===== config.mk =====
export PLATFORM = sky130hd
export DESIGN_NAME = multicast_reorder_nack_window
export DESIGN_NICKNAME = d
export VERILOG_FILES = /design/src/hdl/mrnw_pkg.sv /design/src/hdl/multicast_reorder_nack_window.sv /design/src/hdl/mrnw_datapath.sv /design/src/hdl/mrnw_ctrl.sv /design/src/hdl/mrnw_outq.sv
export SDC_FILE = /design/constraint.sdc
export NUM_CORES = 2
export LEC_CHECK = 0
export BUFFER_PORTS_ARGS = -buffer_cell sky130_fd_sc_hd__buf_2
export CAP_MARGIN = 25
export CORE_UTILIZATION = 40
export CTS_CLUSTER_DIAMETER = 120
export DETAILED_ROUTE_END_ITERATION = 12
export MAX_ROUTING_LAYER = met4
export SYNTH_ARGS = -nofsm -noshare
export SYNTH_HDL_FRONTEND = slang
export SYNTH_SLANG_ARGS = --single-unit

===== constraint.sdc =====
create_clock -name clk -period 5.31 [get_ports clk]
set_input_delay 0.7965 -clock clk [delete_from_list [all_inputs] [get_ports clk]]
set_output_delay 0.7965 -clock clk [all_outputs]
set_load 0.03 [all_outputs]

===== src/hdl/mrnw_pkg.sv =====
package mrnw_pkg;

  localparam int SEQ_W     = 31;
  localparam int ORIGIN_W  = 8;
  localparam int PAYLOAD_W = 20;
  localparam int STATUS_W  = 2;
  localparam int WORD_W    = ORIGIN_W + PAYLOAD_W;
  localparam int WINDOW_DEFAULT = 32;

  localparam logic [STATUS_W-1:0] ST_DELIVERED = 2'd0;
  localparam logic [STATUS_W-1:0] ST_BUFFERED  = 2'd1;
  localparam logic [STATUS_W-1:0] ST_STALE     = 2'd2;
  localparam logic [STATUS_W-1:0] ST_BEYOND    = 2'd3;

  // Classification of a transfer, computed by the datapath.
  typedef enum logic [2:0] {
    CLS_ECHO    = 3'b001,
    CLS_INORDER = 3'b010,
    CLS_AHEAD   = 3'b100
  } cls_t;

  // Commands from controller to datapath.
  typedef struct packed {
    logic capture;     // latch input transfer and classify it
    logic store_in;    // write input packet into its slot, clear its mark
    logic emit_first;  // load output register with the first result
    logic mark_step;   // mark one skipped slot, advance mark cursor
    logic mark_done;   // finish gap marking, update highest
    logic read_slot;   // read the slot at next_expected
    logic emit_drain;  // load output register with the read slot
  } dp_cmd_t;

  // Status from datapath to controller.
  typedef struct packed {
    cls_t cls;
    logic gap_needed;  // ahead packet above highest
    logic mark_last;   // marking cursor at final skipped slot
    logic gap_empty;   // no slots to mark
    logic drain_ok;    // next slot may be delivered
  } dp_sts_t;

endpackage


===== src/hdl/multicast_reorder_nack_window.sv =====
// Multicast reorder window with loss marks.
// Input channel: valid/stall with seq_number, origin_node, payload_value.
// Output channel: out_valid/out_stall with status, out_seq, out_origin,
// out_payload, last_of_run. One input transfer yields 1 to WINDOW output
// transfers; the final one carries last_of_run.
// Stale packets (below next expected) echo with status 2; packets at or
// beyond next expected + WINDOW echo with status 3; packets ahead buffer and
// echo with status 1, marking every skipped slot above the highest seen
// missing first; an in-order packet delivers with status 0 and then drains
// buffered successors in order until a missing slot, the highest seen, or
// WINDOW results.
// The first result is offered after classification, any marking of missing
// slots and the result load; each drained successor needs a slot read, then
// a result load, and the window is walked one slot at a time. stall is high
// while a transfer is in work, so a new input is taken only once the last
// result of the previous run has been queued.
// Results pass through a two-entry queue; a stalled receiver holds the walk
// once the queue is full, and nothing is lost.
// Reset clears next expected, highest seen and all missing marks; the store
// needs no clearing.
module multicast_reorder_nack_window #(
  parameter int WINDOW = mrnw_pkg::WINDOW_DEFAULT
) (
  input  logic                           clk,
  input  logic                           rst,
  input  logic                           valid,
  output logic                           stall,
  input  logic [mrnw_pkg::SEQ_W-1:0]     seq_number,
  input  logic [mrnw_pkg::ORIGIN_W-1:0]  origin_node,
  input  logic [mrnw_pkg::PAYLOAD_W-1:0] payload_value,
  output logic                           out_valid,
  input  logic                           out_stall,
  output logic [mrnw_pkg::STATUS_W-1:0]  status,
  output logic [mrnw_pkg::SEQ_W-1:0]     out_seq,
  output logic [mrnw_pkg::ORIGIN_W-1:0]  out_origin,
  output logic [mrnw_pkg::PAYLOAD_W-1:0] out_payload,
  output logic                           last_of_run
);
  import mrnw_pkg::*;

  dp_cmd_t cmd;
  dp_sts_t sts;
  logic    q_full, push, push_last;
  logic [STATUS_W-1:0]  d_status;
  logic [SEQ_W-1:0]     d_seq;
  logic [ORIGIN_W-1:0]  d_origin;
  logic [PAYLOAD_W-1:0] d_payload;

  // Controller: walk one transfer at a time, push each result once the
  // queue has room, and flag the last one of the run.
  mrnw_ctrl u_ctrl (
    .clk, .rst, .valid, .stall, .q_full, .push, .push_last, .sts, .cmd
  );

  // Datapath: window state, slot store, and the result register that
  // feeds the queue.
  mrnw_datapath #(.WINDOW(WINDOW)) u_dp (
    .clk, .rst, .seq_number, .origin_node, .payload_value,
    .cmd, .sts,
    .status(d_status), .out_seq(d_seq), .out_origin(d_origin),
    .out_payload(d_payload)
  );

  mrnw_outq #(.DEPTH(2)) u_q (
    .clk, .rst, .push,
    .w_status(d_status), .w_seq(d_seq), .w_origin(d_origin),
    .w_payload(d_payload), .w_last(push_last), .full(q_full),
    .out_valid, .out_stall, .status, .out_seq, .out_origin, .out_payload,
    .last_of_run
  );

endmodule


===== src/hdl/mrnw_datapath.sv =====
module mrnw_datapath #(
  parameter int WINDOW = mrnw_pkg::WINDOW_DEFAULT
) (
  input  logic                              clk,
  input  logic [mrnw_pkg::SEQ_W-1:0]        seq_number,
  input  logic [mrnw_pkg::ORIGIN_W-1:0]     origin_node,
  input  logic [mrnw_pkg::PAYLOAD_W-1:0]    payload_value,
  input  logic                              rst,
  input  mrnw_pkg::dp_cmd_t                 cmd,
  output mrnw_pkg::dp_sts_t                 sts,
  output logic [mrnw_pkg::STATUS_W-1:0]     status,
  output logic [mrnw_pkg::SEQ_W-1:0]        out_seq,
  output logic [mrnw_pkg::ORIGIN_W-1:0]     out_origin,
  output logic [mrnw_pkg::PAYLOAD_W-1:0]    out_payload
);
  import mrnw_pkg::*;

  localparam int IDX_W = $clog2(WINDOW);
  localparam int CNT_W = $clog2(WINDOW + 1);
  localparam logic [SEQ_W-1:0] WIN_SEQ = SEQ_W'(WINDOW);

  logic [SEQ_W-1:0]     next_expected;
  logic [SEQ_W-1:0]     highest_plus_one;
  logic [IDX_W-1:0]     ne_slot;
  logic [WINDOW-1:0]    missing_marks;
  logic [WORD_W-1:0]    packet_store [WINDOW];
  logic [SEQ_W-1:0]     in_seq;
  logic [ORIGIN_W-1:0]  in_origin;
  logic [PAYLOAD_W-1:0] in_payload;
  logic [IDX_W-1:0]     in_slot;
  cls_t                 cls;
  logic [STATUS_W-1:0]  echo_status;
  logic                 gap_needed;
  logic [CNT_W-1:0]     mark_cnt;
  logic [CNT_W-1:0]     mark_end;
  logic [IDX_W-1:0]     mark_slot;
  logic [WORD_W-1:0]    rd_word;
  logic [SEQ_W-1:0]     rd_seq;
  logic [CNT_W-1:0]     run_cnt;

  logic [SEQ_W-1:0] d_in, hdist, ne_plus1;
  logic [IDX_W-1:0] ne_slot_plus1;

  // Slot of base + ofs, modulo WINDOW; ofs stays below 2*WINDOW.
  function automatic logic [IDX_W-1:0] slot_add(input logic [IDX_W-1:0] base,
                                                 input logic [CNT_W-1:0] ofs);
    logic [CNT_W:0] sum;
    sum = (CNT_W+1)'(base) + (CNT_W+1)'(ofs);
    if (sum >= (CNT_W+1)'(WINDOW)) sum = sum - (CNT_W+1)'(WINDOW);
    return IDX_W'(sum);
  endfunction

  function automatic logic [IDX_W-1:0] slot_inc(input logic [IDX_W-1:0] sl);
    return (sl == IDX_W'(WINDOW - 1)) ? '0 : sl + 1'b1;
  endfunction

  assign d_in     = seq_number - next_expected;
  assign hdist    = highest_plus_one - next_expected;
  assign ne_plus1 = next_expected + 1'b1;
  // Restart at slot 0 when the sequence wraps to 0.
  assign ne_slot_plus1 = (ne_plus1 == '0) ? '0 : slot_inc(ne_slot);

  // Classify and latch the transfer.
  always_ff @(posedge clk) begin
    if (cmd.capture) begin
      in_seq     <= seq_number;
      in_origin  <= origin_node;
      in_payload <= payload_value;
      in_slot    <= slot_add(ne_slot, CNT_W'(d_in));
      mark_slot  <= slot_add(ne_slot, CNT_W'(hdist));
      mark_cnt   <= CNT_W'(hdist);
      mark_end   <= CNT_W'(d_in);
      gap_needed <= (d_in >= hdist);
      if (seq_number < next_expected) begin
        cls <= CLS_ECHO;
        echo_status <= ST_STALE;
      end else if (d_in >= WIN_SEQ) begin
        cls <= CLS_ECHO;
        echo_status <= ST_BEYOND;
      end else if (d_in == '0) begin
        cls <= CLS_INORDER;
        echo_status <= ST_DELIVERED;
      end else begin
        cls <= CLS_AHEAD;
        echo_status <= ST_BUFFERED;
      end
    end else if (cmd.mark_step) begin
      mark_cnt  <= mark_cnt + 1'b1;
      mark_slot <= slot_inc(mark_slot);
    end
  end

  always_ff @(posedge clk) begin
    if (cmd.store_in) packet_store[in_slot] <= {in_origin, in_payload};
    if (cmd.read_slot) begin
      rd_word <= packet_store[ne_slot];
      rd_seq  <= next_expected;
    end
  end

  always_ff @(posedge clk) begin
    if (rst) begin
      next_expected    <= '0;
      highest_plus_one <= '0;
      ne_slot          <= '0;
      missing_marks    <= '0;
      run_cnt          <= '0;
    end else begin
      if (cmd.store_in) missing_marks[in_slot] <= 1'b0;
      if (cmd.mark_step) missing_marks[mark_slot] <= 1'b1;
      if (cmd.mark_done) highest_plus_one <= in_seq + 1'b1;
      if (cmd.emit_first && cls == CLS_INORDER) begin
        if (hdist == '0) highest_plus_one <= in_seq + 1'b1;
        next_expected <= ne_plus1;
        ne_slot       <= ne_slot_plus1;
        run_cnt       <= CNT_W'(1);
      end
      if (cmd.read_slot) begin
        next_expected <= ne_plus1;
        ne_slot       <= ne_slot_plus1;
        run_cnt       <= run_cnt + 1'b1;
      end
    end
  end

  always_ff @(posedge clk) begin
    if (cmd.emit_first) begin
      status      <= echo_status;
      out_seq     <= in_seq;
      out_origin  <= in_origin;
      out_payload <= in_payload;
    end else if (cmd.emit_drain) begin
      status      <= ST_DELIVERED;
      out_seq     <= rd_seq;
      out_origin  <= rd_word[WORD_W-1:PAYLOAD_W];
      out_payload <= rd_word[PAYLOAD_W-1:0];
    end
  end

  always_comb begin
    sts.cls        = cls;
    sts.gap_needed = gap_needed;
    sts.gap_empty  = (mark_cnt >= mark_end);
    sts.mark_last  = (mark_cnt + 1'b1 >= mark_end);
    sts.drain_ok   = (next_expected != highest_plus_one) &&
                     (run_cnt < CNT_W'(WINDOW)) && !missing_marks[ne_slot];
  end

endmodule


===== src/hdl/mrnw_ctrl.sv =====
module mrnw_ctrl (
  input  logic              clk,
  input  logic              rst,
  input  logic              valid,
  output logic              stall,
  input  logic              q_full,
  output logic              push,
  output logic              push_last,
  input  mrnw_pkg::dp_sts_t sts,
  output mrnw_pkg::dp_cmd_t cmd
);
  import mrnw_pkg::*;

  typedef enum logic [6:0] {
    S_IDLE  = 7'b0000001,
    S_CLASS = 7'b0000010,
    S_MARK  = 7'b0000100,
    S_FIRST = 7'b0001000,
    S_CHECK = 7'b0010000,
    S_READ  = 7'b0100000,
    S_DONE  = 7'b1000000
  } state_t;

  state_t state, state_next;

  assign stall = (state != S_IDLE);

  always_comb begin
    cmd        = '0;
    push       = 1'b0;
    push_last  = 1'b0;
    state_next = state;
    unique case (state)
      S_IDLE: begin
        if (valid) begin
          cmd.capture = 1'b1;
          state_next  = S_CLASS;
        end
      end
      S_CLASS: begin
        if (sts.cls == CLS_AHEAD && sts.gap_needed && !sts.gap_empty) begin
          state_next = S_MARK;
        end else begin
          state_next = S_FIRST;
        end
      end
      S_MARK: begin
        cmd.mark_step = 1'b1;
        if (sts.mark_last) state_next = S_FIRST;
      end
      S_FIRST: begin
        // in-order and ahead packets write their slot; echoes do not
        cmd.store_in   = (sts.cls != CLS_ECHO);
        cmd.mark_done  = (sts.cls == CLS_AHEAD) && sts.gap_needed;
        cmd.emit_first = 1'b1;
        state_next     = (sts.cls == CLS_INORDER) ? S_CHECK : S_DONE;
      end
      S_CHECK: begin
        // push the held result; flag it last unless a successor drains
        if (!q_full) begin
          push = 1'b1;
          if (sts.drain_ok) begin
            cmd.read_slot = 1'b1;
            state_next    = S_READ;
          end else begin
            push_last  = 1'b1;
            state_next = S_IDLE;
          end
        end
      end
      S_READ: begin
        cmd.emit_drain = 1'b1;
        state_next     = S_CHECK;
      end
      S_DONE: begin
        if (!q_full) begin
          push       = 1'b1;
          push_last  = 1'b1;
          state_next = S_IDLE;
        end
      end
      default: state_next = S_IDLE;
    endcase
  end

  always_ff @(posedge clk) begin
    if (rst) begin
      state <= S_IDLE;
    end else begin
      state <= state_next;
    end
  end

endmodule


===== src/hdl/mrnw_outq.sv =====
module mrnw_outq #(
  parameter int DEPTH = 2
) (
  input  logic                           clk,
  input  logic                           rst,
  input  logic                           push,
  input  logic [mrnw_pkg::STATUS_W-1:0]  w_status,
  input  logic [mrnw_pkg::SEQ_W-1:0]     w_seq,
  input  logic [mrnw_pkg::ORIGIN_W-1:0]  w_origin,
  input  logic [mrnw_pkg::PAYLOAD_W-1:0] w_payload,
  input  logic                           w_last,
  output logic                           full,
  output logic                           out_valid,
  input  logic                           out_stall,
  output logic [mrnw_pkg::STATUS_W-1:0]  status,
  output logic [mrnw_pkg::SEQ_W-1:0]     out_seq,
  output logic [mrnw_pkg::ORIGIN_W-1:0]  out_origin,
  output logic [mrnw_pkg::PAYLOAD_W-1:0] out_payload,
  output logic                           last_of_run
);
  import mrnw_pkg::*;

  localparam int EW = STATUS_W + SEQ_W + WORD_W + 1;
  localparam int AW = $clog2(DEPTH);

  logic [EW-1:0]  q [DEPTH];
  logic [AW-1:0]  wp, rp;
  logic [AW:0]    cnt;
  logic           pop;

  assign pop       = out_valid && !out_stall;
  assign out_valid = (cnt != '0);
  assign full      = (cnt == (AW+1)'(DEPTH));
  assign {status, out_seq, out_origin, out_payload, last_of_run} = q[rp];

  always_ff @(posedge clk) begin
    if (push) q[wp] <= {w_status, w_seq, w_origin, w_payload, w_last};
  end

  always_ff @(posedge clk) begin
    if (rst) begin
      wp <= '0;
      rp <= '0;
      cnt <= '0;
    end else begin
      if (push) wp <= (wp == AW'(DEPTH-1)) ? '0 : wp + 1'b1;
      if (pop) rp <= (rp == AW'(DEPTH-1)) ? '0 : rp + 1'b1;
      cnt <= cnt + (AW+1)'(push) - (AW+1)'(pop);
    end
  end

  property p_no_overflow;
    @(posedge clk) disable iff (rst) full |-> !push;
  endproperty
  assert property (p_no_overflow) else $error("output queue overflow");

  property p_cnt_bound;
    @(posedge clk) disable iff (rst) cnt <= (AW+1)'(DEPTH);
  endproperty
  assert property (p_cnt_bound) else $error("output queue count out of range");

  property p_pop_moves;
    @(posedge clk) disable iff (rst) (pop && !push) |=> cnt == $past(cnt) - 1'b1;
  endproperty
  assert property (p_pop_moves) else $error("output queue count mismatch");

endmodule


* After elaboration in Yosys (flattened, before gate mapping)
Memory sizes are Yosys's and may differ from the RTL's. A register that Yosys moved wholly into a read port is not among the register bits.
Index checks and enable logic that the tools add are counted.
** Storage, ports and cells
- Register bits :: 295
- Memory bits (writable) :: 1020
- Input port bits :: 63
- Logic and storage cells :: 167
- Memories kept :: 2
** Operators by class
- $add $sub $neg :: 16
- Order comparisons :: 13
- Equality and inequality tests :: 19
- Muxes and demuxes :: 68
- Bitwise logic cells :: 3
- Reductions and logical operators :: 21
** Memory list
- u_dp.packet_store :: depth 32, width 28, read ports 1, clocked after Yosys merged registers in 1, write ports 1, line mrnw_datapath.sv:26 : logic [WORD_W-1:0] packet_store [WINDOW];
- u_q.q :: depth 2, width 62, read ports 1, clocked after Yosys merged registers in 1, write ports 1, line mrnw_outq.sv:26 : logic [EW-1:0] q [DEPTH];
** Operator list (number)
- 31-bit 2-to-1 mux :: 7
- 32-bit 2-to-1 mux :: 3
- 31-bit logical NOT :: 3
- 31-bit by 1-bit adder with 31-bit output (second input constant) :: 2
- 31-bit subtractor :: 2
- 7-bit one-hot mux with 7 select lines :: 1
- 5-bit 2-to-1 mux :: 9
- 20-bit 2-to-1 mux :: 2
- 7-bit 2-to-1 mux :: 5
- 32-bit bitwise AND :: 1
- 32-bit NOT :: 1
- 32-bit OR :: 1
- 31-bit >= comparator :: 1
- 31-bit by 6-bit >= comparator with 1-bit output (second input constant) :: 1
- 31-bit < comparator :: 1
- 31-bit inequality test :: 1
- 6-bit 2-to-1 mux :: 5
- 1-bit 2-to-1 mux :: 25
- 5-bit by 6-bit < comparator with 1-bit output (second input constant) :: 3
- 8-bit 2-to-1 mux :: 2
- 5-bit by 6-bit adder with 7-bit output :: 2
- 7-bit by 6-bit >= comparator with 1-bit output (second input constant) :: 2
- 6-bit by 1-bit adder with 6-bit output (second input constant) :: 2
- 6-bit >= comparator :: 2
- 32 further kinds :: 56

* Longest topological paths before layout
- Word-level depth :: 10
- Mapped depth :: 21
- Gate-level depth less buffers :: 21

* Hierarchy
A second synthesis with hierarchy kept.
** Unflattened totals
- Cell total of the unflattened synthesis :: 3374
- Area, all modules :: 57726.6 um^2
** Modules (own cells, without submodules)
- mrnw_datapath :: times used 1, cells an instance 3085, area an instance 52146.3 um^2, sequential area each 35193.8 um^2
- mrnw_outq :: times used 1, cells an instance 216, area an instance 5023.6 um^2, sequential area each 3823.7 um^2
- mrnw_ctrl :: times used 1, cells an instance 73, area an instance 556.8 um^2, sequential area each 140.1 um^2

* Least setup slack after synthesis
OpenSTA, ideal clock, no wires.
- Kind :: reg-to-reg
- From :: register u_ctrl.state[0]
- To :: memory u_q.q[0][0] (netlist bit), enable pin
- Data arrival time :: 5.246 ns
- Required time :: 4.752 ns
- Path slack :: -0.494 ns
- Cell stages (with the launch flop) :: 5
- Clock period less this slack :: 5.804 ns
- Cell sequence :: dfxtp_1 nor4_1 nor2b_1 nand2_1 nor3_1
** Between the ends
- Word-level cells in the longest chain between the ends :: 5
- Elaborated cells between the ends (all ways) :: 6
** Ends and longest elaborated chain
- from (decl) :: line mrnw_ctrl.sv:24 : state_t state, state_next;
- from (signal assigned) :: line mrnw_ctrl.sv:90 : state <= state_next;
- 7-bit by 5-bit equality test with 1-bit output or 7-bit equality test (tied branches) :: line mrnw_ctrl.sv:33 : unique case (state)
- 2-bit OR reduction (no source line) (*)
- 1-bit 2-to-1 mux (*)
- 1-bit 2-to-1 mux (*) :: line mrnw_outq.sv:37 : if (push) q[wp] <= {w_status, w_seq, w_origin, w_payload, w_last};
- 1-bit 2-to-1 mux (not written as such) (*) :: line mrnw_outq.sv:37
- to (decl) :: line mrnw_outq.sv:26
Every way passes the cells marked *; elsewhere a longest branch is shown, timed or not.

* Worst setup path in the final report
- From :: register u_dp.next_expected[4]
- To :: register u_dp.gap_needed (data pin)
** Between the ends
- Word-level cells in the longest chain between the ends :: 2
- Elaborated cells between the ends (all ways) :: 3
** Ends and longest elaborated chain
- from (decl) :: line mrnw_datapath.sv:22 : logic [SEQ_W-1:0] next_expected;
- from (signal assigned) :: line mrnw_datapath.sv:114 : next_expected <= ne_plus1;
- from (signal assigned) :: line mrnw_datapath.sv:119 : next_expected <= ne_plus1;
- 31-bit subtractor (on tied branches) :: line mrnw_datapath.sv:57, mrnw_datapath.sv:58
- 31-bit >= comparator (*) :: line mrnw_datapath.sv:73 : gap_needed <= (d_in >= hdist);
- to (signal assigned) :: line mrnw_datapath.sv:73
- to (decl) :: line mrnw_datapath.sv:33 : logic gap_needed;
Marked as above.
A chain may end at the register's enable or synchronous reset.

==> flow_summary.yaml <==
cts:
  postCtsHoldBufs: 0
  ctsHtreeMaxLevel: 4
  numCtsBuffers: 140
  cts_setup_buffers: 0
  cts_tree: "built"
  clk_pin_slew_worst_paths_ps: 60
  cts.path.max_buffers: 3
  worst_skew_pair.late_latency_ps: 780
  cts-root-buf: "clkbuf_16"
  clock-sinks: 1343
  cts_resized: 0
sta:
  worst_pin_slew_ps: 1040
  clock-skew-final_ps: 46.1
  min_period_ps: 4820
  layout_worst_path_cycle_share_pct: 90.7
  setup_slack_ps: 492
  maxSlewHeadroom_pct: 30.7
  report.final.hold_viol_count: 0
  setup_viol: 0
  grt_setup_unrepaired: "false"
  final.setup.tns_ps: 0
  holdWs_ps: 192
  finalMaxSlewViolations: 0
  clock.fmax_mhz: 208
yosys:
  ys_seq_area_share_pct: 68.7
  netlist_area_um2: 57000
  netlist.area_leader.share_pct: 64.6
  synth_top_flop_cell: "edfxtp_1"
  postSynthNetCount: 3633
  synth_edf_count: 1226
  syn_area_per_cell_um2: 16.6
  synth.most_common_cell: "edfxtp_1"
  yosys_warnings: 0
  synth-seq-cells: 1343
  ys_top_cells_by_count: "edfxtp_1 (1,226), nand2_1 (331), mux4_2 (290), nor2_1 (169), a21oi_1 (130)"
  synthTopCellsByArea: "edfxtp_1 (65%), mux4_2 (11%), dfxtp_1 (4.1%), ha_1 (2.7%), mux2_2 (2.3%)"
  yosysTopAreaCell: "edfxtp_1"
  ys_types: 83
  ys_async_sr_fraction_pct: 0
  synth_cells: 3443
flow_run:
  maxCapViolCount: 0
floorplan:
  coreArea_um2: 141000
  initial_core_util_pct: 40.3
  ios: 127
  placementRows: 138
  dieWidth_um: 380
  die_area_um2: 144000
  die-height_um: 380
worst_hold_path:
  hp-class: "in -> reg"
critical_path:
  worst_ep_required_time_ps: 5810
  worstSetupStartpointType: "register"
  path_max_fanout: 8
  cp.arrival_ps: 5320
  slowest_stage: "o311ai_0"
  max_stage_delay_ps: 670
  crit_path_end_kind: "register"
  worstSetupPathType: "reg -> reg"
  path_cells: "inv_1 > ha_1 > a21o_1 > a21oi_1 > a211oi_1 > buf_4 > nor4_2 > a21o_1 > a31oi_1 > o311ai_0 > ha_1 > nand4_1 > nor2_1 > a2111oi_0 > o41ai_1"
drt:
  dr.pass1.iters: 6
  vias_per_cell: 5.54
  vias: 31400
  drt_iter0_markers: 3029
  routed_wirelength_um: 144000
  wl_per_cell_um: 25.4
  ant_nets: 0
  remaining_drc_errors: 0
power_and_ir_drop:
  p_leak_nw: 21.2
  irDropWorstVdd_mv: 0.285
  power_density_nw_per_um2: 368
  p_total_mw: 23.9
global_route:
  grt_usage_pct: 20.5
  grt_max_degree: 122
  overflow: 0
  grt_antenna_before_repair: 4
  grt_pass1_wl_um: 211000
  grt_pass1_vias: 30800
finish:
  nNetsFinal: 3839
  layout-drive-gt1-share_pct: 23.6
  fin_cells: 5659
  area_growth_syn_to_layout_pct: 14.2
place:
  io_buffers: 126
  post-dp-hpwl_um: 87900
  gp_congestion: 0.907
  place_worst_setup_slack_ps: 241
  dp_cells: 5393
run_status:
  status: "complete, no violations"
[where the power goes]
part | internal [mW] | switching, mW | total [mW] | leakage [nW]
combinational | 0.536 | 1.04 | 1.57 | 7.03
clock | 5.34 | 4.20 | 9.53 | 2.18
sequential | 12.3 | 0.572 | 12.8 | 12.0
[logic make-up after synthesis]
logic type	Yosys count	synth area share, %
adder cells (fa/ha/maj)	128	2.86
AO/OA/AOI/OAI	378	4.11
AND/OR/NAND/NOR	814	6.75
buffers and inverters	227	1.57
flip-flops	1343	68.7
multiplexers	418	14.0
XOR/XNOR	135	2.07
[routing by layer]
layer	up-vias	GRT usage (%)	part of all wire, %
met5	-	-	0
li1	13900	-	-
met1	16300	27.9	43
met4	0	5.47	2.1
met2	970	32.2	49
met3	188	3.18	5.7
[per-stage QoR]
step	instance area, um2	utilization, %
floorplan	57000	-
global placement	60500	42.8
detailed placement	60500	42.8
CTS	65000	45.9
global route	65100	46.0
finish	65100	46.0
[layout make-up]
class,count,area [um2]
antenna,1,2.50
clock buffer,174,3710
clock inverter,87,762
inverter,70,267
multi-input combinational,1873,17200
sequential,1343,39200
tap,1890,2360
fill,12000,76300
timing repair buffer,221,1570
[worst paths after layout]
kind / from / endpoint / slack [ps] / cells after the start
setup / recovery: u_dp.next_expected[4] / u_dp.gap_needed / 490 / 15
hold / removal: payload_value[10] / u_dp.in_payload[10] / 190 / 1
setup reg to reg: u_dp.next_expected[4] / u_dp.gap_needed / 490 / 15
hold reg to reg: u_dp.next_expected[20] / u_dp.rd_seq[20] / 430 / 0
[cell usage in the layout, fill, tap and decap left out, drive strengths merged, types with 7 or more instances in the layout]
cell / instances
a21boi: 12
a21oi: 130
edfxtp: 1226
o21ai: 89
and2: 18
inv: 80
nor4: 17
nand2: 331
o31ai: 7
mux2i: 12
nand3b: 12
nor3: 32
mux4: 290
o21bai: 11
o211ai: 12
or2: 8
and4: 7
or3: 14
nand3: 63
a211oi: 10
o21a: 11
nand2b: 17
clkbuf: 174
mux2: 116
nand4: 35
xnor2: 88
buf: 221
clkinv: 66
ha: 123
nor2b: 46
nor2: 169
xor2: 47
dfxtp: 117
a21o: 29
a31oi: 17
and3: 16
[state kept, by name, indices dropped and copies added (netlist names), 7 cells and up, named ones only]
name                   cells
u_ctrl.state               7
u_dp.highest_plus_one     31
u_dp.in_origin             8
u_dp.in_payload           20
u_dp.in_seq               31
u_dp.missing_marks        32
u_dp.next_expected        31
u_dp.out_origin            8
u_dp.out_payload          20
u_dp.out_seq              31
u_dp.packet_store        896
u_dp.rd_seq               31
u_dp.rd_word              28
u_q.q                    124
[critical path, delay by kind of cell (launching register included)]
family / cells / cell delay, ps
AND/OR/NAND/NOR: 3 / 630
flip-flops: 1 / 470
AO/OA/AOI/OAI: 8 / 2330
adder cells (fa/ha/maj): 2 / 740
buffers and inverters: 2 / 390
(Power assumes the default switching activity.)
